<file path="src/linear_probe_hash_set_defines.svh">
// Assertion macros used by the hash set top level.
`ifndef LINEAR_PROBE_HASH_SET_DEFINES_SVH
`define LINEAR_PROBE_HASH_SET_DEFINES_SVH

// Same-cycle implication, checked at every clock edge outside reset.
`define LPHS_ASSERT_NOW(label, ante, cons, msg) \
  label: assert property (@(posedge clk) disable iff (rst) (ante) |-> (cons)) \
    else $error(msg);

// Next-cycle implication, checked at every clock edge outside reset.
`define LPHS_ASSERT_NEXT(label, ante, cons, msg) \
  label: assert property (@(posedge clk) disable iff (rst) (ante) |=> (cons)) \
    else $error(msg);

`endif

</file>
<file path="src/lphs_pkg.sv">
// Shared types and constants for the linear probing hash set.
package lphs_pkg;

  // Key width and action codes.
  localparam int KEY_W = 31;
  localparam logic [1:0] ACT_INSERT = 2'd0;
  localparam logic [1:0] ACT_REMOVE = 2'd1;

  // Slot tag codes.
  typedef enum logic [1:0] {
    TAG_EMPTY   = 2'd0,
    TAG_USED    = 2'd1,
    TAG_DELETED = 2'd2
  } tag_t;

  // Control states of the top level.
  typedef enum logic [2:0] {
    ST_IDLE,
    ST_HASH,
    ST_INJECT,
    ST_PROBE,
    ST_REPLY
  } state_t;

  // Probe token handed from cell to cell.
  typedef struct packed {
    logic             valid;
    logic [1:0]       action;
    logic [KEY_W-1:0] key;
    logic             del_valid;
  } token_t;

  // Response of the cell where a probe ends.
  typedef struct packed {
    logic done;
    logic found;
    logic status;
    logic commit;
  } rsp_t;

  // Deferred insert into the first deleted slot of a chain.
  typedef struct packed {
    logic             valid;
    logic [KEY_W-1:0] key;
  } commit_t;

endpackage

</file>
<file path="src/lphs_cell.sv">
// One slot of the table, examining the probe token that passes through it.
module lphs_cell #(
  parameter int SLOTS = 101,
  parameter int IDX   = 0
) (
  input  logic                     clk,
  input  logic                     rst,
  input  lphs_pkg::token_t         tok_in,
  input  logic [$clog2(SLOTS)-1:0] cnt_in,
  input  logic [$clog2(SLOTS)-1:0] del_in,
  input  lphs_pkg::token_t         inj,
  input  logic [$clog2(SLOTS)-1:0] inj_idx,
  input  lphs_pkg::commit_t        cmt,
  input  logic [$clog2(SLOTS)-1:0] cmt_idx,
  output lphs_pkg::token_t         tok_out,
  output logic [$clog2(SLOTS)-1:0] cnt_out,
  output logic [$clog2(SLOTS)-1:0] del_out,
  output lphs_pkg::rsp_t           rsp,
  output logic [$clog2(SLOTS)-1:0] rsp_idx
);
  import lphs_pkg::*;

  localparam int IW = $clog2(SLOTS);
  localparam logic [IW-1:0] MY_IDX = IW'(IDX);
  localparam logic [IW-1:0] LAST   = IW'(SLOTS - 1);

  tag_t             tag;
  tag_t             tag_next;
  logic [KEY_W-1:0] slot_key;
  logic [KEY_W-1:0] slot_key_next;
  token_t           tin;
  logic [IW-1:0]    cin;
  logic [IW-1:0]    din;
  token_t           tok_next;
  logic [IW-1:0]    cnt_next;
  logic [IW-1:0]    del_next;
  logic             first_del;

  // The injected token starts here when this is its home slot.
  always_comb begin
    if (inj.valid && (inj_idx == MY_IDX)) begin
      tin = inj;
      cin = '0;
      din = '0;
    end else begin
      tin = tok_in;
      cin = cnt_in;
      din = del_in;
    end
  end

  // Examine this slot: stop on empty, on the key, or at the end of a full pass.
  always_comb begin
    tag_next      = tag;
    slot_key_next = slot_key;
    tok_next      = '0;
    cnt_next      = cin + 1'b1;
    del_next      = din;
    rsp           = '0;
    rsp_idx       = '0;
    first_del     = (tag == TAG_DELETED) && !tin.del_valid;
    if (tin.valid) begin
      if (tag == TAG_EMPTY) begin
        rsp.done = 1'b1;
        if (tin.action == ACT_INSERT) begin
          if (tin.del_valid) begin
            rsp.commit = 1'b1;
            rsp_idx    = din;
          end else begin
            tag_next      = TAG_USED;
            slot_key_next = tin.key;
          end
        end
      end else if ((tag == TAG_USED) && (slot_key == tin.key)) begin
        rsp.done  = 1'b1;
        rsp.found = 1'b1;
        if (tin.action == ACT_REMOVE) begin
          tag_next = TAG_DELETED;
        end
      end else if (cin == LAST) begin
        rsp.done = 1'b1;
        if (tin.action == ACT_INSERT) begin
          if (first_del) begin
            tag_next      = TAG_USED;
            slot_key_next = tin.key;
          end else if (tin.del_valid) begin
            rsp.commit = 1'b1;
            rsp_idx    = din;
          end else begin
            rsp.status = 1'b1;
          end
        end
      end else begin
        tok_next = tin;
        if (first_del) begin
          tok_next.del_valid = 1'b1;
          del_next           = MY_IDX;
        end
      end
    end
    // A deferred insert lands here.
    if (cmt.valid && (cmt_idx == MY_IDX)) begin
      tag_next      = TAG_USED;
      slot_key_next = cmt.key;
    end
  end

  // Slot tag and outgoing token valid.
  always_ff @(posedge clk) begin
    if (rst) begin
      tag     <= TAG_EMPTY;
      tok_out <= '0;
    end else begin
      tag     <= tag_next;
      tok_out <= tok_next;
    end
  end

  // Slot key and token side data.
  always_ff @(posedge clk) begin
    slot_key <= slot_key_next;
    cnt_out  <= cnt_next;
    del_out  <= del_next;
  end

endmodule

</file>
<file path="config.mk">
export PLATFORM = sky130hd
export DESIGN_NAME = lphs_cell
export DESIGN_NICKNAME = d
export VERILOG_FILES = /design/src/linear_probe_hash_set_defines.svh /design/src/lphs_pkg.sv /design/src/lphs_cell.sv
export SDC_FILE = /design/constraint.sdc
export NUM_CORES = 1
export LEC_CHECK = 0
export BUFFER_PORTS_ARGS = -buffer_cell sky130_fd_sc_hd__buf_4
export CAP_MARGIN = 30
export CORE_MARGIN = 3
export CORE_UTILIZATION = 35
export DETAILED_ROUTE_END_ITERATION = 12
export PLACE_DENSITY_LB_ADDON = 0.3
export SLEW_MARGIN = 5
export SYNTH_ARGS = -nofsm -noshare
export SYNTH_HDL_FRONTEND = slang
export SYNTH_SLANG_ARGS = --single-unit
</file>
<file path="constraint.sdc">
create_clock -name clk -period 7.8 [get_ports clk]
set_clock_uncertainty 0.2 [all_clocks]
set_input_delay 1.17 -clock clk [delete_from_list [all_inputs] [get_ports clk]]
set_output_delay 1.17 -clock clk [all_outputs]
set_load 0.1 [all_outputs]
</file>
### After elaboration in Yosys (flattened, before gate mapping)

Cells that the tools add are included.
Widths: inputs -> output; s select.

* flip-flop bits (word level): 82
* bits in latches: 0
* memory bits (writable): 0
* bits in read-only memories: 0
* output and inout port bits: 60
* memories: 0

* add/sub/neg operators: 1
* $mul: 0
* div/mod/pow operators: 0
* magnitude comparators: 0
* eq/ne operators: 12
* shift-type cells: 0
* mux-type cells: 51
* bitwise operators: 1
* reduce and logical (&&, ||, !) cells: 25

Operator list (number)
* $mux 31: 9
* $mux 7: 15
* $mux 35: 2
* $eq 31x31->1: 1
* $mux 2: 13
* $reduce_bool 3->1: 5
* $logic_not 7->1: 2
* $reduce_and 7->1: 2
* $mux 1: 11
* $ne 3x2->1 const B: 3
* $reduce_bool 4->1: 2
* $add 7x1->7 const B: 1
* $eq 7x7->1 const B: 1
* $reduce_and 6->1: 1
* $reduce_bool 2->1: 3
* $reduce_or 5->1: 1
* $eq 2x1->1 const B: 2
* $logic_and 1x1->1: 4
* $logic_not 2->1: 2
* $mux 4: 1
* $ne 4x2->1 const B: 1
* $reduce_or 4->1: 1
* $ne 3x1->1 const B: 1
* $eq 2x2->1 const B: 1
* 5 further kinds: 5

### Depth between registers and ports, before layout

Gate-level depths: netlist (run 1).

* depth after elaboration: 12
* mapped depth: 15
* mapped depth without buffers: 11

### Least setup slack after synthesis (run 1)

Ideal clock, no wire load.

* path kind: in2out
* start point: in inj_idx[6]
* end point: out rsp[1] (netlist name)
* arrival time: 6.126 ns
* path slack: 0.304 ns
* stages on the path: 11
* path through: nor4b_4 > nand2_1 > clkbuf_1 > clkbuf_1 > clkbuf_1 > and2_1 > inv_1 > ha_1 > nor4bb_1 > nand4_1 > nor4b_1

RTL lines
* start: declaration: line lphs_cell.sv:12 `input logic [$clog2(SLOTS)-1:0] inj_idx,`
* end: declaration: line lphs_cell.sv:18 `output lphs_pkg::rsp_t rsp,`

### Final worst setup path (run 1)

* start point: in inj_idx[1]
* end point: out rsp_idx[0]

* cells in the longest elaborated chain, start to end: 11

Ends and longest elaborated chain
* $logic_not 7->1 (*): line lphs_cell.sv:41 `if (inj.valid && (inj_idx == MY_IDX)) begin`
* $logic_and 1x1->1 (*): line lphs_cell.sv:41
* $mux 35: line lphs_cell.sv:41
* $logic_not 1->1: line lphs_cell.sv:61 `first_del = (tag == TAG_DELETED) && !tin.del_valid;`
* $logic_and 1x1->1: line lphs_cell.sv:61
* $mux 7: line lphs_cell.sv:83 `if (first_del) begin`
* $mux 7: line lphs_cell.sv:82 `if (tin.action == ACT_INSERT) begin`
* $mux 7: line lphs_cell.sv:80 `end else if (cin == LAST) begin`
* $mux 7: line lphs_cell.sv:74 `end else if ((tag == TAG_USED) && (slot_key == tin.key)) begin`
* $mux 7: line lphs_cell.sv:63 `if (tag == TAG_EMPTY) begin`
* $mux 7 (*): line lphs_cell.sv:62 `if (tin.valid) begin`
* end: declaration: line lphs_cell.sv:19 `output logic [$clog2(SLOTS)-1:0] rsp_idx`

Every way passes the cells marked *; elsewhere a longest branch is shown, timed or not.

==> impl_results.md, run 1 <==
- Run status: complete, no violations
- Post-Syn Area: 4420 um2
- Ports: 192
- Critical Path Max Stage Delay: 450 ps
- PostCTS Resize Cnt: 0
- Highest Clock Rate: between 150 and 200 MHz
- Worst Setup Start Kind: input port
- Synth Flop Type: dfxtp_1
- Relative slew slack: 0.490
- Critical-path top delay cell: or3_1
- Slew Limit Fails: 0
- Routed length per placed instance: 18.7 um
- Hold_sp: tag[1]$_SDFFE_PP0P_
- N_diodes: 0
- Clk Latency, worst-skew pair: 340 ps
- Routed Antenna Nets: 0
- Sequential-to-total area share from yosys stat: 0.442
- Commonest non-fill, non-tap cells in the layout: 196 x buf_4, 73 x nand2_1, 51 x dfxtp_1
- Power density over the cells: approximately 180 nW/um2
- Worst setup EP type: primary output
- Arrival @ worst endpoint: between 3000 and 4000 ps
- Count of final setup violators: 0
- Final TNS setup: 0 ps
- Worst Hold Depth: 2
- Seq cells post-synth: roughly 80
- Die area: 14,000 um2
- Worst reg2reg path endpoint: tok_out[2]$_SDFF_PP0_
- Area grow syn2layout: 42.9%
- Num CTS Buffers: 9
- Root buf cell: clkbuf_16
- Multi-input logic area: 2240 um2
- Post-synth EDFFs: 31
- RSZ-0062 raised after global routing: false
- Async SR Flop Fraction: 0
- Critical path class: in2out
- Largest net degree at the start of global routing: 66
- Initial antenna violation count: 0
- Hpwl dp: approximately 12,000 um
- Max Cap Viol: 0
- Warnings from Yosys: 0
- Final layout net count: 795
- Synth Instances: 480
- Tmin final: 5240 ps
- Routed vias: 4,385
- Fillcell total: roughly 1,100
- Port bufs: 191
- Syn nets: between 600 and 700
- Share of cells above drive strength 1: 0.372
- Vias in the first global route: ~4,500
- Std-Cell Core Area: 12,200 um2
- Gr usage total: 0.218
- Worst-path cell chain: buf_4 > nor4_4 > nand2_2 > and2_1 > inv_1 > ha_1 > nor4bb_1 > nand4_1 > o21a_1 > or3_1 > nor3_1 > buf_4
- Leakage power: ~2.7 nW
- Worst Hold End: tag[1]$_SDFFE_PP0P_
- HP Class: reg2reg
- Flop-to-flop setup slack: 4610 ps
- DRT Pass-1 Iters: 7
- Die H: 118 um
- First-pass GRT wire length: 24,100 um
- Hold Buf Count CTS: 0
- Gpl congestion: 0.886
- Total setup buffers inserted after CTS: 0
- DRC: 0
- FF+latch area: 1950 um2
- Final Cycle Share: 0.672
- Number of vias per cell: 5.26
- Worst slew pin tran: 763 ps
- R2r worst-path depth: 8
- Gr ovfl total: 0
- Layout Utilization: 0.519
- CTS tree: yes
- H-Tree Depth: 3
- Clock buffer depth: 2
- Largest fanout on the critical path: 8
- Crit path top cell by count: buf_4
- Critical R2R Launch: slot_key[23]$_DFFE_PP_
- Chip Width: approximately 120 um
- Reg clk slew, reported paths: 60 ps
- Synth Area per Inst: 9.20 um2
- Leading cell type in the layout, fill and taps excluded: buf_4
- Total Wirelength: 15,600 um
- Clk sink count: between 80 and 90
- CP Data Required Time: 6430 ps
- Core Rows: 40
- Initial drt markers: 332
- Unique cell type count in the Yosys netlist: 55
- Starting density of the core: 0.363
- VDD IR max: around 0.14 mV
- Hold Fails Final Rpt: 0
## worst max-delay path, delay by kind of cell
family | cells | cell delay [ps]
AND/OR/NAND/NOR | 7 | 1830
buffers and inverters | 3 | 520
adder cells (fa/ha/maj) | 1 | 130
AO/OA/AOI/OAI | 1 | 230
## cell usage after synthesis (all sizes together), types with 2 or more instances
library cell  instances  area, um2
nand4                 5       31.3
o31ai                 2       15.0
o2bb2ai               3       26.3
and2                  3       21.3
nand2b                6       37.5
a22oi                 3       22.5
a211oi               29        338
a2111oi               5       43.8
nor4b                 4       50.1
edfxtp               31        931
dfxtp                51       1020
a31oi                29        181
clkbuf               21       78.8
a221oi                2       17.5
o22ai                10       62.6
nor4                  7       73.8
nor3                 14       90.1
xor2                  8       70.1
o21ai                 8       40.0
a22o                  2       17.5
nand3                 8       40.0
ha                    2       25.0
mux2i                 3       30.0
nand2                75        282
or3                   3       18.8
o221ai                3       26.3
nor2                 40        150
o2111ai               3       26.3
inv                  30        113
nor2b                25        156
a21oi                 9       45.0
xnor2                15        131
buf                   5       60.1
and3                  2       12.5
## through the flow
stage,cells,instance area [um2],hold slack (ps),total power [mW],worst slack [ps]
2_1_floorplan,480,4420,286,0.575,304
3_3_place_gp,818,5990,329,0.666,2650
3_5_place_dp,818,5990,343,0.668,2560
4_1_cts,834,6310,354,1.13,2540
5_1_grt,834,6310,376,1.16,2310
6_report,834,6310,354,1.12,2560
## registers in the layout, indices dropped and copies added (netlist names)
name	cells
del_out	7
tok_out	35
cnt_out	7
slot_key	31
tag	2
## where the power goes
| group | internal, mW | total [mW] | switching, mW |
|---|---|---|---|
| clock | 0.288 | 0.461 | 0.173 |
| sequential | 0.455 | 0.460 | 0.00477 |
| combinational | 0.0773 | 0.200 | 0.123 |
## worst max path at each step
stage               start         end  slack (ps)  cells past startpoint
2_1_floorplan  inj_idx[6]      rsp[1]         300                     11
3_3_place_gp   inj_idx[6]  rsp_idx[4]        2650                     12
3_5_place_dp   inj_idx[1]  rsp_idx[5]        2560                     12
4_1_cts        inj_idx[1]  rsp_idx[5]        2540                     12
5_1_grt        inj_idx[1]  rsp_idx[5]        2310                     12
6_report       inj_idx[1]  rsp_idx[0]        2560                     12
## layer usage
metal,up-vias,GRT usage,wire [um]
li1,2102,-,-
met1,2066,0.278,6670
met2,201,0.357,7310
met3,16,0.0675,1330
met4,0,0.0579,244
met5,-,0,0
## area by class of cell
type                       count  share of cell area
timing repair buffer         196               0.233
multi-input combinational    342               0.356
clock inverter                 5              0.0123
sequential                    82               0.309
inverter                      30              0.0178
clock buffer                  11              0.0385
tap                          168              0.0333
## logic make-up after synthesis
kind of cell / Yosys count / synth area share
AO/OA/AOI/OAI: 119 / 0.219
XOR/XNOR: 23 / 0.0456
adder cells (fa/ha/maj): 2 / 0.00566
buffers and inverters: 56 / 0.0569
flip-flops: 82 / 0.442
multiplexers: 3 / 0.00680
AND/OR/NAND/NOR: 195 / 0.224
Note: power is estimated with default switching activity, not from simulation.
==> inputs of run 2 (changes only) <==
- clock period: 7.8 -> 4.45 ns (I/O delays scaled with it)
==> impl_results.md, run 2 (synthesis results as in run 1) <==
- Largest register FFs: 35 (unchanged)
- Gr usage total: 0.212 (-0.00525)
- Largest fanout on the critical path: 49 (+41)
- Worst slew pin tran: 730 ps (-33.0 ps)
- Hold Fails Final Rpt: 0 (unchanged)
- Commonest non-fill, non-tap cells in the layout: 199 x buf_4, 73 x nand2_1, 51 x dfxtp_1
- Die area: 14,000 um2 (unchanged)
- Clk Latency, worst-skew pair: 340 ps (about the same)
- DRT Pass-1 Iters: 5 (-2)
- Critical Path Max Stage Delay: 550 ps (+100 ps)
- Number of vias per cell: 5.33 (+1.4%)
- Placed instance count: 822 (+0.49%)
- Num CTS Buffers: 9 (unchanged)
- Routed Antenna Nets: 0 (unchanged)
- Relative slew slack: 0.508 (+0.0188)
- H-Tree Depth: 3 (unchanged)
- Initial antenna violation count: 0 (unchanged)
- Critical-path top delay cell: a2111oi_0
- DRC: 0 (unchanged)
- Die H: 118 um (unchanged)
- Arrival @ worst endpoint: 3210 ps (-660 ps)
- Family with the most delay on the worst path: simple AND/OR/NAND/NOR gates
- Clock share of power: 0.424 (+0.013)
- Port bufs: 191 (unchanged)
- Run status: complete, no violations
- CTS tree: yes
- Total setup buffers inserted after CTS: 0 (unchanged)
- Leading cell type in the layout, fill and taps excluded: buf_4
- Total Wirelength: 15,400 um (-1.0%)
- Share of cells above drive strength 1: 0.399 (+0.0261)
- Psw: 0.536 mW (+79%)
- VDD IR max: 0.156 mV (+9.2%)
- Largest regs: tok_out (35), slot_key (31)
- Tmin final: about 4100 ps
- Area grow syn2layout: 47.1%
- Final Cycle Share: 0.915
- Initial drt markers: 370 (+11%)
- Worst-path cell chain: buf_4 > nor4b_4 > nand2_2 > buf_12 > a2111oi_0 > nor2b_1 > o211a_1 > and2_1 > nor2b_1 > buf_4
- Buf/Inv on CP: 3 (unchanged)
- N_diodes: 0 (unchanged)
- Worst setup EP type: primary output
- Comb pwr share: 0.176 (-0.002)
- Starting density of the core: 0.363 (unchanged)
- RSZ-0062 raised after global routing: false
- Slew Limit Fails: 0 (unchanged)
- Routed length per placed instance: 18.4 um (-1.5%)
- Count of final setup violators: 0 (unchanged)
- Highest Clock Rate: around 250 MHz
- Leakage power: 2.73 nW (+2.1%)
- Biggest register: tok_out
- Post-Layout Cell Count: 838 (+0.48%)
- Clock buffer depth: 2 (unchanged)
- Core Rows: 40 (unchanged)
- Cell-internal power: 1.48 mW (+80%)
- CP Data Required Time: 3580 ps (-2850 ps)
- Std-Cell Core Area: 12,200 um2 (unchanged)
- Routed vias: 4,466 (+1.8%)
- Critical path class: in2out
- Reg clk slew, reported paths: 60 ps (about the same)
- Power density over the cells: 310 nW/um2 (+75%)
- Chip Width: 118 um (unchanged)
- Clk sink count: 82 (unchanged)
- Ports: 192 (unchanged)
- Root buf cell: clkbuf_16
- Gr ovfl total: 0 (unchanged)
- Vias in the first global route: 4,518 (-0.35%)
- HP Class: in2reg
- Final layout net count: 799 (+0.50%)
- Largest net degree at the start of global routing: 66 (unchanged)
- Switching share of power: 0.266 (-0.00177)
- Gpl congestion: 0.891 (+0.53%)
- Sequential share of power: 0.400 (-0.010)
- Final TNS setup: 0 ps (unchanged)
- Hpwl dp: 11,600 um (-3.2%)
- Worst Setup Start Kind: input port
- First-pass GRT wire length: 23,600 um (-2.3%)
- Max Cap Viol: 0 (unchanged)
- Fillcell total: 1,102 (-3.2%)
## run 2: cell count changes in the layout (fill, tap and decap cells not counted), sizes merged
cell    change
buf         +4
clkinv      -1
inv         +1
## run 2: worst reg2reg max path, cell delays in order, from the launching register on
cell,delay [ps]
edfxtp_1,430
xor2_1,180
or4_1,540
nor4_1,390
o2111a_1,320
a21bo_2,160
buf_4,480
a211oi_1,160
## run 2: per-layer routing
layer	vias to the layer above	GRT usage	wire length (um)	part of all wire
met4	0	0.0908	455	0.030
met3	30	0.0459	1210	0.078
met5	-	0	0	0
met1	2107	0.269	6420	0.42
li1	2116	-	-	-
met2	213	0.348	7310	0.47
## run 2: final timing paths
kind                                               end  slack [ps]  cells past startpoint              startpoint
worst max-delay path                            rsp[2]         380                     10              inj_idx[2]
worst min-delay path            tok_out[32]$_SDFF_PP0_         310                      2                     rst
worst max register to register   tok_out[3]$_SDFF_PP0_        1450                      7  slot_key[19]$_DFFE_PP_
worst min register to register     tag[1]$_SDFFE_PP0P_         350                      2     tag[1]$_SDFFE_PP0P_
## run 2: power groups by stage
| stage | Combinational (mW) | Sequential [mW] | Clock, mW |
|---|---|---|---|
| 3_5_place_dp | 0.351 | 0.822 | 0 |
| 3_3_place_gp | 0.348 | 0.821 | 0 |
| 4_1_cts | 0.353 | 0.805 | 0.865 |
| 5_1_grt | 0.373 | 0.807 | 0.904 |
| 6_report | 0.355 | 0.805 | 0.853 |
| 2_1_floorplan | 0.113 | 0.900 | 0 |
## run 2: layout make-up
cell class / instances / area, um2 / share of cell area
inverter: 30 / 113 / 0.0173
sequential: 82 / 1950 / 0.301
multi-input combinational: 342 / 2360 / 0.363
clock inverter: 5 / 82.6 / 0.0127
tap: 168 / 210 / 0.0324
clock buffer: 11 / 264 / 0.0406
timing repair buffer: 200 / 1510 / 0.233
## run 2: what timing repair did
action                     4_1_cts  5_1_grt
gates resized for setup          0        2
setup endpoints to repair        0        8
hold buffers                     0        0
## run 2: through the flow
step	util	setup WS (ps)	cell area (um2)	hold WS (ps)	power [mW]
finish	0.534	377	6490	307	2.01
global route	0.534	160	6490	306	2.08
CTS	0.534	131	6490	300	2.02
detailed placement	0.505	145	6140	335	1.17
global placement	0.505	257	6140	333	1.17
floorplan	-	-164	4580	286	1.01
