$ cat src/linear_probe_hash_set_defines.svh
// Assertion macros used by the hash set top level.
`ifndef LINEAR_PROBE_HASH_SET_DEFINES_SVH
`define LINEAR_PROBE_HASH_SET_DEFINES_SVH

// Same-cycle implication, checked at every clock edge outside reset.
`define LPHS_ASSERT_NOW(label, ante, cons, msg) \
  label: assert property (@(posedge clk) disable iff (rst) (ante) |-> (cons)) \
    else $error(msg);

// Next-cycle implication, checked at every clock edge outside reset.
`define LPHS_ASSERT_NEXT(label, ante, cons, msg) \
  label: assert property (@(posedge clk) disable iff (rst) (ante) |=> (cons)) \
    else $error(msg);

`endif

$ cat src/lphs_pkg.sv
// Shared types and constants for the linear probing hash set.
package lphs_pkg;

  // Key width and action codes.
  localparam int KEY_W = 31;
  localparam logic [1:0] ACT_INSERT = 2'd0;
  localparam logic [1:0] ACT_REMOVE = 2'd1;

  // Slot tag codes.
  typedef enum logic [1:0] {
    TAG_EMPTY   = 2'd0,
    TAG_USED    = 2'd1,
    TAG_DELETED = 2'd2
  } tag_t;

  // Control states of the top level.
  typedef enum logic [2:0] {
    ST_IDLE,
    ST_HASH,
    ST_INJECT,
    ST_PROBE,
    ST_REPLY
  } state_t;

  // Probe token handed from cell to cell.
  typedef struct packed {
    logic             valid;
    logic [1:0]       action;
    logic [KEY_W-1:0] key;
    logic             del_valid;
  } token_t;

  // Response of the cell where a probe ends.
  typedef struct packed {
    logic done;
    logic found;
    logic status;
    logic commit;
  } rsp_t;

  // Deferred insert into the first deleted slot of a chain.
  typedef struct packed {
    logic             valid;
    logic [KEY_W-1:0] key;
  } commit_t;

endpackage

$ cat src/lphs_mod.sv
// Reduction of a key modulo the slot count by reciprocal multiplication.
module lphs_mod #(
  parameter int SLOTS = 101
) (
  input  logic                       clk,
  input  logic                       rst,
  input  logic                       load,
  input  logic [lphs_pkg::KEY_W-1:0] key,
  output logic                       fin,
  output logic [$clog2(SLOTS)-1:0]   home
);
  import lphs_pkg::*;

  localparam int IW     = $clog2(SLOTS);
  localparam int SHIFT  = KEY_W + IW;
  localparam int PROD_W = 2 * KEY_W + 1;
  // Rounded-up reciprocal of the slot count; it fits in KEY_W + 1 bits and
  // gives the exact quotient for every key of KEY_W bits.
  localparam logic [63:0] RECIP_FULL =
    ((64'd1 << SHIFT) + 64'(SLOTS) - 64'd1) / 64'(SLOTS);
  localparam logic [KEY_W:0]   RECIP   = RECIP_FULL[KEY_W:0];
  localparam logic [KEY_W-1:0] DIVISOR = KEY_W'(SLOTS);

  logic              run;
  logic              phase;
  logic [KEY_W-1:0]  held_key;
  logic [KEY_W-1:0]  quot;
  logic [KEY_W-1:0]  quot_next;
  logic [PROD_W-1:0] prod;
  logic [KEY_W-1:0]  qd;
  logic [KEY_W-1:0]  rem;

  assign fin = run && phase;

  // First step: the quotient is the top part of key times the reciprocal.
  assign prod      = PROD_W'(held_key) * PROD_W'(RECIP);
  assign quot_next = KEY_W'(prod >> SHIFT);

  // Second step: the remainder is key minus quotient times the slot count.
  assign qd  = quot * DIVISOR;
  assign rem = held_key - qd;

  // Phase flag: the reduction ends once the quotient has been registered.
  always_ff @(posedge clk) begin
    if (rst) begin
      run   <= 1'b0;
      phase <= 1'b0;
    end else if (load) begin
      run   <= 1'b1;
      phase <= 1'b0;
    end else if (run) begin
      phase <= 1'b1;
      if (fin) begin
        run <= 1'b0;
      end
    end
  end

  // Held key, quotient and home slot.
  always_ff @(posedge clk) begin
    if (load) begin
      held_key <= key;
    end
    if (run && !phase) begin
      quot <= quot_next;
    end
    if (fin) begin
      home <= rem[IW-1:0];
    end
  end

endmodule

$ cat config.mk
export PLATFORM = sky130hd
export DESIGN_NAME = lphs_mod
export DESIGN_NICKNAME = d
export VERILOG_FILES = /design/src/linear_probe_hash_set_defines.svh /design/src/lphs_pkg.sv /design/src/lphs_mod.sv
export SDC_FILE = /design/constraint.sdc
export NUM_CORES = 1
export LEC_CHECK = 0
export BUFFER_PORTS_ARGS = -buffer_cell sky130_fd_sc_hd__buf_2
export CAP_MARGIN = 20
export CORE_MARGIN = 2
export CORE_UTILIZATION = 55
export DETAILED_ROUTE_END_ITERATION = 8
export PLACE_DENSITY = 0.8
export REMOVE_ABC_BUFFERS = 1
export SETUP_SLACK_MARGIN = 0.4
export SYNTH_ARGS = -nofsm -noshare
export SYNTH_HDL_FRONTEND = slang
export SYNTH_SLANG_ARGS = --single-unit
$ cat constraint.sdc
create_clock -name clk -period 17.9 [get_ports clk]
set_input_delay 4.475 -clock clk [delete_from_list [all_inputs] [get_ports clk]]
set_output_delay 4.475 -clock clk [all_outputs]
set_load 0.02 [all_outputs]
== After elaboration in Yosys (flattened, before gate mapping) ==
Cells that the tools add are included.
Storage, ports and cells
  output and inout bits: 8
  register bits: 65
  logic and storage cells: 15
Operators by class
  mux-type cells: 3
  $mul: 2
  add/subtract/negate cells: 1
  reductions and logical operators: 4
Operator list (count)
  $mul A31 B30 Y61 const B: 1
  $mul A25 B7 Y7 const B: 1
  $sub A7 B7 Y7: 1
  $mux W1: 3
  $logic_and A1 B1 Y1: 2
  $reduce_or A2 Y1: 1
  $logic_not A1 Y1: 1

== Logic depth before layout (Yosys ltp) ==
Gate-level depths: netlist of run 1.
  word-level depth: 4
  gate-level depth with buffers: 25

== Worst setup path before layout of run 1 ==
No wires, ideal clock.
  path kind: reg2reg
  from: reg held_key[11]
  to: reg quot[6], data pin
  cell stages (with the launch flop): 24
  slack: 10.991 ns
  arrival: 6.649 ns
  required time: 17.640 ns
  path buffers: 0
  path through: edfxtp_1 inv_1 fa_1 inv_1 fa_1 fa_1 inv_1 fa_1 inv_1 fa_1 fa_1 fa_1 inv_1 fa_1 inv_1 ha_1 and4_1 and4_1 and3_1 a211oi_2 a41oi_2 a211oi_2 o21bai_1 xnor2_1
Between the ends
  cells in the longest elaborated chain, start to end: 1
RTL lines
  start, declared: line lphs_mod.sv:26  | logic [KEY_W-1:0] held_key;
  start signal, assigned: line lphs_mod.sv:62  | held_key <= key;
  $mul A31 B30 Y61: line lphs_mod.sv:36  | assign prod = PROD_W'(held_key) * PROD_W'(RECIP);
  net prod[44]: line lphs_mod.sv:29  | logic [PROD_W-1:0] prod;
  end signal, assigned: line lphs_mod.sv:65  | quot <= quot_next;
  end, declared: line lphs_mod.sv:27  | logic [KEY_W-1:0] quot;
The timed path passes the listed nets, and every way through them passes these cells.
A chain may end at the register's enable or synchronous reset.

== Worst setup path after layout of run 1 ==
  from: reg held_key[12]
  to: reg quot[6], data pin
Same word-level chain as after synthesis.

==> results of run 1 <==
==> sequential cells by signal, indices dropped and copies added, names as in the netlist <==
register and flops:
run 1, held_key 31, quot 7, phase 1, home 7
==> cell type report <==
type,count,area [µm²]
multi-input cells,718,10400
flip-flops and latches,47,1390
clock inverters,3,71.3
well taps,324,405
fillers,1965,9900
clock buffers,5,125
repair buffers,41,205
inverters,458,1720
==> worst paths after layout <==
kind,start,to,cells past startpoint
worst max-delay path,held_key[12],quot[6],23
worst min-delay path,run,phase,2
worst max register to register,held_key[12],quot[6],23
worst min register to register,run,phase,2
==> layer usage <==
| layer | part of all wire, % | wire, µm |
|---|---|---|
| met1 | 41 | 13300 |
| met2 | 48 | 15900 |
| met3 | 5.7 | 1880 |
| met4 | 5.3 | 1730 |
| met5 | 0 | 0 |
==> cells by family after synthesis <==
group,Yosys count
AND/OR/NAND/NOR,51
flip-flops,47
XOR/XNOR,45
adder cells (fa/ha/maj),567
AO/OA/AOI/OAI,55
buffers and inverters,458
==> critical path: cells and delay by family (launching register included) <==
kind / cells / cell delay, ns
fa+ha+maj: 9 / 4.51
compound gates: 7 / 1.79
flops: 1 / 0.52
buf+inv: 6 / 0.48
xor+xnor: 1 / 0.15
==> stage by stage <==
| stage | instances | instance area (µm²) | hold slack, ns |
|---|---|---|---|
| 2_1_floorplan | 1223 | 13500 | 0.455 |
| 3_3_place_gp | 1588 | 14100 | 0.468 |
| 3_5_place_dp | 1588 | 14100 | 0.472 |
| 4_1_cts | 1596 | 14300 | 0.486 |
| 5_1_grt | 1596 | 14300 | 0.521 |
| 6_report | 1596 | 14300 | 0.484 |
==> cell usage in the layout, fill, tap and decap left out, drive strengths merged, types with 3 or more instances in the layout <==
cell	instances
a211oi	7
xnor2	35
nor2	7
inv	459
nand3	9
nor2b	3
and2	3
buf	41
a21oi	20
nand2	11
edfxtp	45
o21ai	7
o211ai	3
nand4	4
a21o	8
clkbuf	5
and3	6
fa	295
ha	272
xor2	10
==> synthesized netlist by cell type, drive strengths merged (4+ instances only) <==
cell type,instances
nand2,11
nor2,7
xor2,10
inv,458
fa,295
nand4,4
edfxtp,45
a21oi,20
o21ai,7
nand3,9
a21o,8
xnor2,35
a211oi,7
and3,6
ha,272
==> impl_results.md, run 1 <==
- DIE WIDTH: 160 µm
- Critical path type: flop to flop
- Clk Latency, worst-skew pair: 0.31 ns
- Clock skew: 0.00791 ns
- Status: completed
- Maxcap violations: 0
- Clock buffer depth: 2
- Simple-Gate Fraction of Synth Area: 2.00%
- Initial antenna violation count: 0
- Mapped cell area: 13500 µm²
- Post-Route WL: 32900 µm
- Ys flop type: edfxtp_1
- Gp weighted congestion: 0.990
- Setup TNS: 0 ns
- XOR/XNOR Fraction of Synth Area: 2.93%
- Setup bufs post-CTS: 0
- # setup viols final: 0
- Synth area leader: fa_1
- CP arrival: 7.78 ns
- Drt drc: 0
- Clock root buffer: clkbuf_16
- GR peak layer: met2
- Worst-margin pin slew: 0.897 ns
- Die area: 25800 µm²
- CTS tree: built
- Post-synthesis async set-or-reset flop share: 0%
- Global-route track usage on met1: 36.0%
- Largest family of logic cells by synthesized area: adder cells
- Critical Path Sink Type: flop
- Post-synthesis compound-gate area fraction: 2.87%
- Number of DRC markers in iteration 0: 552
- Slowest stage delay, CP: 0.65 ns
- Num CTS Buffers: 5
- Largest net degree at the start of global routing: 34
- ANT nets after route: 0
- Critical Path Fanout Max: 6
- Final worst slack: 10.17 ns
- Mean Syn Cell Area: 11.0 µm²
- EDFF count, synth: 45
- # rows: 57
- Gr ovfl total: 0
- Flop-to-flop setup slack: 10.17 ns
- Final Hold Fails: 0
- Core area: 24200 µm²
- Yosys top cell area share: 43.8%
- Post-layout minimum cycle time: 7.73 ns
- Slowest-stage cell, CP: o41ai_2
- Slew headroom: 40.2%
- I/O pin count: 42
- I/O Buffers: 41
- Initial core utilization: 55.7%
- CTS HTree Levels: 2
- Slew Viols, Final: 0
- GR Util All Layers: 27.5%
- Final Net Count: 1872
- Seq/Total Area, Yosys: 10.3%
- Util after Layout: 59.0%
- Num Clock Sinks: 47
- Hold Buf Count CTS: 0
- Worst-path cell chain: inv_1, fa_1, inv_1, fa_1, fa_1, inv_1, fa_1, inv_1, fa_1, fa_1, fa_1, inv_1, fa_1, inv_1, ha_1, a21o_1, o21ai_1, a21oi_1, o41ai_2, a41oi_2, a211oi_2, o21bai_1, xnor2_1
- Post-Synth Adder-Cell Area: 69.1%
- Tcrit/Tclk final: 43.2%
- GR Layer Usage met2: 45.4%
- First-pass GRT wire length: 52100 µm
- Yosys reg bits: 47
- Post-DP HPWL: 29500 µm
- Pre-antenna DRT Iters: 5
- Wire length per cell: 20.6 µm
- Via density: 5.27
- Post-Syn Instances: 1223
- Die Y-Extent: 160 µm
- # diodes: 0
- Layout cells sized above 1: 4.32%
- Max frequency: 129 MHz
- Placement Setup Slack: 10.24 ns
- Startpoint Class: flop
- Synth area leaders: fa_1 44%, ha_1 25%, inv_1 13%, edfxtp_1 10%, xnor2_1 2.3%
- Vias: 8409
- RSZ-0062 raised after global routing: false
- P&R area growth vs syn: 5.99%
- Post-synth cell types: 37
- Synth warn: 0
- Clock transition at path regs: 0.08 ns
- Mux cell area share after synthesis: 0%
- Hold crit path type: flop to flop
- Vias in the first global route: 9348
- CTS-repair resized insts: 0
- M3 GR Usage: 4.16%
- Crit path top cell by count: fa_1
- Worst endpoint required time: 17.95 ns
Power of run 1 is left out: the tool's default activity adds up to more than one toggle a clock period on the data nets, which glitch-free logic cannot reach.
==> run 2: changes to the inputs <==
--- a/config.mk
+++ b/config.mk
@@ -5,12 +5,13 @@
 export SDC_FILE = /design/constraint.sdc
 export NUM_CORES = 1
 export LEC_CHECK = 0
+export ABC_AREA = 1
 export BUFFER_PORTS_ARGS = -buffer_cell sky130_fd_sc_hd__buf_2
 export CAP_MARGIN = 20
 export CORE_MARGIN = 2
 export CORE_UTILIZATION = 55
 export DETAILED_ROUTE_END_ITERATION = 8
-export PLACE_DENSITY = 0.8
+export PLACE_DENSITY = 0.83
 export REMOVE_ABC_BUFFERS = 1
 export SETUP_SLACK_MARGIN = 0.4
 export SYNTH_ARGS = -nofsm -noshare
==> constraint.sdc (replaced) <==
create_clock -name clk -period 6.8 [get_ports clk]
set_input_delay 1.7 -clock clk [delete_from_list [all_inputs] [get_ports clk]]
set_output_delay 1.7 -clock clk [all_outputs]
set_load 0.02 [all_outputs]
==> run 2 against run 1 <==
Maximum frequency is 22% higher. Critical endpoint is now quot[0]. Worst hold slack gained 0.011 ns. Setup slack worse by 9.7 ns. Critical path depth shrank 1. Clock-buffer cell count did not move. Area after synthesis up 8.6%. Synthesized cell count up 27%. Register-to-register slack got worse by 9.7 ns. Routed wire length up 21%.
==> impl_results.md, run 2 <==
- Yosys top cell area share: 40.4% (was 43.8%)
- Post-Syn Instances: 1557 (was 1223)
- Placed Area: 15500 µm² (was 14100 µm²)
- Post-Route WL: 39700 µm (was 32900 µm)
- Critical path type: flop to flop (unchanged)
- Critical Path Sink Type: flop (unchanged)
- Status: completed (unchanged)
- DIE WIDTH: 167 µm (was 160 µm)
- Most common cell after layout, fill and taps aside: inv_1 (unchanged)
- I/O Buffers: 41 (unchanged)
- Clock root buffer: clkbuf_16 (unchanged)
- Register Area: 1390 µm² (unchanged)
- Mapped cell area: 14600 µm² (was 13500 µm²)
- Worst endpoint required time: 6.88 ns (was 17.95 ns)
- Fin cells: 1999 (was 1596)
- Startpoint Class: flop (unchanged)
- Tcrit/Tclk final: 93.3% (was 43.2%)
- Vias: 10700 (was 8409)
- # setup viols final: 0 (unchanged)
- Die Y-Extent: 167 µm (was 160 µm)
- Top-count cell post-synth: inv_1 (unchanged)
- Clock buffer depth: 2 (unchanged)
- Synth area leaders: fa_1 40%, ha_1 23%, inv_1 13%, edfxtp_1 9.2%, nand2_1 5.0% (was fa_1 44%, ha_1 25%, inv_1 13%, edfxtp_1 10%, xnor2_1 2.3%)
- Worst-margin pin slew: 0.929 ns (was 0.897 ns)
- Final Net Count: 2264 (was 1872)
- EDFF count, synth: 45 (unchanged)
- Clock skew: 0.0306 ns (was 0.00791 ns)
- Slew headroom: 38.1% (was 40.2%)
- Synth cell count leaders: 516 x inv_1, 295 x fa_1, 272 x ha_1 (was 457 x inv_1, 295 x fa_1, 272 x ha_1)
- P&R area growth vs syn: 11.4% (was 5.99%)
- CP arrival: 6.42 ns (was 7.78 ns)
- Initial core utilization: 56.1% (was 55.7%)
- Post-DP HPWL: 34200 µm (was 29500 µm)
- Layout cells sized above 1: 14.5% (was 4.32%)
- Maxcap violations: 0 (unchanged)
- RSZ-0062 raised after global routing: true (was false)
- Mean Syn Cell Area: 9.39 µm² (was 11.0 µm²)
- Gp weighted congestion: 1.02 (was 0.990)
- Synth warn: 0 (unchanged)
- # rows: 59 (was 57)
- CTS tree: built (unchanged)
- Critical Path Fanout Max: 4 (was 6)
- Post-synthesis async set-or-reset flop share: 0% (unchanged)
- Setup TNS: 0 ns (unchanged)
- Max reg flops: 31 (unchanged)
- ANT nets after route: 0 (unchanged)
- Seq/Total Area, Yosys: 9.51% (was 10.3%)
- Hold Buf Count CTS: 0 (unchanged)
- Inst Count DP: 1960 (was 1588)
- Multi-input gate area in the final layout: 11700 µm² (was 10400 µm²)
- # fillers: 2074 (was 1965)
- Final Hold Fails: 0 (unchanged)
- Synth area leader: fa_1 (unchanged)
- CTS HTree Levels: 2 (unchanged)
- Gr ovfl total: 0 (unchanged)
- I/O pin count: 42 (unchanged)
- Wire length per cell: 19.8 µm (was 20.6 µm)
- Design Area, Final: 16300 µm² (was 14300 µm²)
- Vias in the first global route: 11700 (was 9348)
- Clk Latency, worst-skew pair: 0.34 ns (was 0.31 ns)
- # diodes: 0 (unchanged)
- Largest net degree at the start of global routing: 34 (unchanged)
- Num Clock Sinks: 47 (unchanged)
- Yosys reg bits: 47 (unchanged)
- Number of DRC markers in iteration 0: 702 (was 552)
- Drt drc: 0 (unchanged)
- Num CTS Buffers: 5 (unchanged)
- Slew Viols, Final: 0 (unchanged)
- GR Util All Layers: 29.5% (was 27.5%)
- Clock transition at path regs: 0.08 ns (about the same)
- Most frequent cells in the layout: 471 x inv_1, 286 x fa_1, 253 x ha_1 (was 457 x inv_1, 295 x fa_1, 272 x ha_1)
- First-pass GRT wire length: 61800 µm (was 52100 µm)
- Largest regs: held_key: 31 flops, home: 7 flops, quot: 7 flops (unchanged)
- Ys flop type: edfxtp_1 (unchanged)
- Biggest register: held_key (unchanged)
- Via density: 5.35 (was 5.27)
- Post-synth cell types: 32 (was 37)
- Initial antenna violation count: 0 (unchanged)
- Pre-antenna DRT Iters: 5 (unchanged)
- Max frequency: 158 MHz (was 129 MHz)
- Post-layout minimum cycle time: 6.35 ns (was 7.73 ns)
- Die area: 27900 µm² (was 25800 µm²)
- Core area: 26100 µm² (was 24200 µm²)
- Hold crit path type: flop to flop (unchanged)
[run 2: cell count changes after synthesis, moves of 14 or more]
cell / change
nand2_1: +183
inv_1: +59
nor2_1: +51
a21oi_1: +26
xnor2_1: -26
nand3_1: +23
o21ai_0: +14
[run 2: cell type report]
type	count	area share, %
clock inverter	3	0.146
tap	335	2.57
multi-input combinational	990	71.9
clock buffer	5	0.768
timing repair buffer	99	3.93
inverter	520	12.2
sequential	47	8.54
[run 2: cells by family after synthesis]
kind of cell	Yosys count	share of synthesized area [%]
fa+ha+maj	567	63.6
flops	47	9.51
simple gates	325	9.46
compound gates	81	3.01
buf+inv	520	13.3
xor+xnor	17	1.02
[run 2: worst paths after layout]
check        slack, ns  depth (start not counted)          from       to
max               0.45                         22  held_key[15]  quot[0]
min               0.50                          2           run    phase
max reg2reg       0.45                         22  held_key[15]  quot[0]
min reg2reg       0.50                          2           run    phase
[run 2: critical path: stages (launching register included)]
cell	delay, ns
edfxtp_1	0.46
inv_4	0.08
fa_1	0.53
inv_1	0.06
fa_1	0.50
fa_1	0.54
inv_2	0.05
fa_1	0.50
inv_1	0.06
fa_1	0.55
fa_1	0.42
fa_1	0.49
inv_1	0.05
fa_1	0.54
inv_1	0.07
ha_4	0.30
nand2_4	0.08
nor2_4	0.11
nand2_2	0.11
nor4_4	0.20
nand3b_1	0.21
nand4_1	0.14
nand2_1	0.05
[run 2: metrics by stage]
step                hold WS, ns  utilization, %  setup slack, ns
floorplan                 0.464               -            0.604
global placement          0.477            59.3            0.189
detailed placement        0.480            59.3            0.171
CTS                       0.497            60.2            0.382
global route              0.538            62.5            0.270
finish                    0.495            62.5            0.453
[run 2: repair_timing]
action,in CTS,in global routing
buffers inserted,5,26
pin swaps,10,88
setup endpoints to repair,7,7
gates resized for setup,23,120
[run 2: layer usage]
layer / vias to the layer above / global-route usage, % / wire (µm)
met4: 0 / 13.8 / 2480
met2: 481 / 48.8 / 18700
met1: 5207 / 37.6 / 15400
met3: 166 / 5.82 / 3150
li1: 4849 / - / -
met5: - / 0 / 0
Power of run 2 is left out for the same reason.
==> run 3: changes to the inputs <==
--- a/config.mk
+++ b/config.mk
@@ -9,11 +9,11 @@
 export BUFFER_PORTS_ARGS = -buffer_cell sky130_fd_sc_hd__buf_2
 export CAP_MARGIN = 20
 export CORE_MARGIN = 2
-export CORE_UTILIZATION = 55
+export CORE_UTILIZATION = 35
 export DETAILED_ROUTE_END_ITERATION = 8
-export PLACE_DENSITY = 0.83
 export REMOVE_ABC_BUFFERS = 1
 export SETUP_SLACK_MARGIN = 0.4
+export SLEW_MARGIN = 20
 export SYNTH_ARGS = -nofsm -noshare
 export SYNTH_HDL_FRONTEND = slang
 export SYNTH_SLANG_ARGS = --single-unit
==> run 3 against run 2 <==
Sequential cell count unchanged. First-iteration DRC count down 30%. Core utilization down 23 points. Clock-buffer cell count unchanged. Register-to-register slack about the same. Final cell count up 9.3%. Maximum frequency down 0.21%. Via count down 4.6%. Global-route usage down 9.6 points. Critical path depth unchanged. Final area up 0.36%. Critical endpoint is now quot[4].
==> impl_results.md, run 3 (synthesized netlist as in run 2, its figures left out) <==
- Layout cells sized above 1: 11.7% (was 14.5%)
- Critical Path Sink Type: flop (unchanged)
- Most frequent cells in the layout: 494 x inv_1, 291 x fa_1, 261 x ha_1 (was 471 x inv_1, 286 x fa_1, 253 x ha_1)
- Largest regs: held_key: 31 flops, home: 7 flops, quot: 7 flops (unchanged)
- Hold Buf Count CTS: 0 (unchanged)
- Slew headroom: 35.7% (was 38.1%)
- Met1 WL: 17600 µm (was 15400 µm)
- Post-Route WL: 40500 µm (was 39700 µm)
- Crit path top cell by count: fa_1 (unchanged)
- Slowest-stage cell, CP: fa_1 (unchanged)
- CP arrival: 6.45 ns (was 6.42 ns)
- Drt drc: 0 (unchanged)
- GR Util All Layers: 19.9% (was 29.5%)
- Slew Viols, Final: 0 (unchanged)
- First-pass GRT wire length: 63600 µm (was 61800 µm)
- Vias in the first global route: 11400 (was 11700)
- Final Net Count: 2252 (was 2264)
- I/O pin count: 42 (unchanged)
- Max layer used: met4 (unchanged)
- Via density: 4.68 (was 5.35)
- Gr ovfl total: 0 (unchanged)
- RSZ-0062 raised after global routing: true (unchanged)
- I/O Buffers: 41 (unchanged)
- CTS tree: built (unchanged)
- Maxcap violations: 0 (unchanged)
- Pre-antenna DRT Iters: 5 (unchanged)
- Largest net degree at the start of global routing: 34 (unchanged)
- # diodes: 0 (unchanged)
- Critical Path Fanout Max: 4 (unchanged)
- Worst-path cell chain: clkinvlp_4, buf_4, fa_1, inv_1, fa_1, fa_1, ha_1, fa_1, fa_1, fa_1, inv_1, fa_1, inv_1, ha_1, a21oi_1, o21ai_1, a21oi_1, nand2_1, nand2_1, nand3_1, nand2_1, nand2_1 (was inv_4, fa_1, inv_1, fa_1, fa_1, inv_2, fa_1, inv_1, fa_1, fa_1, fa_1, inv_1, fa_1, inv_1, ha_4, nand2_4, nor2_4, nand2_2, nor4_4, nand3b_1, nand4_1, nand2_1)
- Max frequency: 157 MHz (was 158 MHz)
- Clk Latency, worst-skew pair: 0.35 ns (was 0.34 ns)
- Initial antenna violation count: 0 (unchanged)
- CTS HTree Levels: 2 (unchanged)
- Status: completed (unchanged)
- Final Hold Fails: 0 (unchanged)
- Most common cell after layout, fill and taps aside: inv_1 (unchanged)
- Worst-margin pin slew: 0.965 ns (was 0.929 ns)
- # setup viols final: 0 (unchanged)
- Tcrit/Tclk final: 93.5% (was 93.3%)
- Die Y-Extent: 208 µm (was 167 µm)
- Max reg flops: 31 (unchanged)
- Num CTS Buffers: 5 (unchanged)
- Hold crit path type: flop to flop (unchanged)
- Core area: 41000 µm² (was 26100 µm²)
- Number of DRC markers in iteration 0: 492 (was 702)
- Slowest stage delay, CP: 0.58 ns (was 0.55 ns)
- Post-DP HPWL: 36300 µm (was 34200 µm)
- Post-layout minimum cycle time: 6.36 ns (was 6.35 ns)
- Critical path type: flop to flop (unchanged)
- Met3 WL: 3100 µm (was 3150 µm)
- Initial core utilization: 35.7% (was 56.1%)
- Metal2 WL: 18500 µm (was 18700 µm)
- Die area: 43400 µm² (was 27900 µm²)
- P&R area growth vs syn: 11.8% (was 11.4%)
- Setup TNS: 0 ns (unchanged)
- Clock root buffer: clkbuf_16 (unchanged)
- Clock buffer depth: 2 (unchanged)
- # rows: 74 (was 59)
- ANT nets after route: 0 (unchanged)
- Num Clock Sinks: 47 (unchanged)
- Wire length per cell: 18.6 µm (was 19.8 µm)
- DIE WIDTH: 208 µm (was 167 µm)
- Clock transition at path regs: 0.10 ns (was 0.08 ns)
- Gp weighted congestion: 0.943 (was 1.02)
- Vias: 10200 (was 10700)
- Worst endpoint required time: 6.89 ns (was 6.88 ns)
- Clock skew: 0.0275 ns (was 0.0306 ns)
- Biggest register: held_key (unchanged)
- Startpoint Class: flop (unchanged)
run 3: per-layer routing:
metal	track usage (%)	vias up
met5	0	-
met4	6.80	0
met3	5.24	56
met2	32.1	247
met1	25.8	5084
li1	-	4827
run 3: critical path: cells and delay by family (launching register included):
| family | cells | cell delay, ns |
|---|---|---|
| buffers and inverters | 5 | 0.57 |
| DFF | 1 | 0.44 |
| and+or+nand+nor | 5 | 0.32 |
| AOI/OAI and AO/OA | 3 | 0.60 |
| adders and majority gates | 9 | 4.15 |
run 3: final timing paths:
| kind | slack, ns | cells after the start | end | start |
|---|---|---|---|---|
| worst max-delay path | 0.44 | 22 | quot[4] | held_key[5] |
| worst min-delay path | 0.49 | 2 | phase | run |
| worst max register to register | 0.44 | 22 | quot[4] | held_key[5] |
| worst min register to register | 0.49 | 2 | phase | run |
run 3: layout make-up:
class,instances,area [µm²]
clock inverter,3,46.3
clock buffer,5,125
fill,4117,24700
inverter,520,1970
multi-input combinational,990,11600
timing repair buffer,87,554
tap,532,666
sequential,47,1390
run 3: repair_timing:
action	CTS	global route
endpoints found under the hold margin	0	0
gates resized for setup	41	57
setup endpoints to repair	7	7
pin swaps	22	41
setup buffers	10	5
run 3: per-stage QoR:
stage | hold WS [ns] | setup WS [ns] | cell area, µm² | utilization, % | std cells
after floorplan | 0.464 | 0.604 | 14600 | - | 1557
after global placement | 0.477 | 0.0467 | 15700 | 38.3 | 2161
after detailed placement | 0.486 | 0.0445 | 15700 | 38.3 | 2161
after CTS | 0.500 | 0.406 | 16100 | 39.3 | 2179
after global routing | 0.548 | 0.183 | 16400 | 39.9 | 2184
final | 0.495 | 0.439 | 16400 | 39.9 | 2184
Power of run 3 is left out for the same reason.
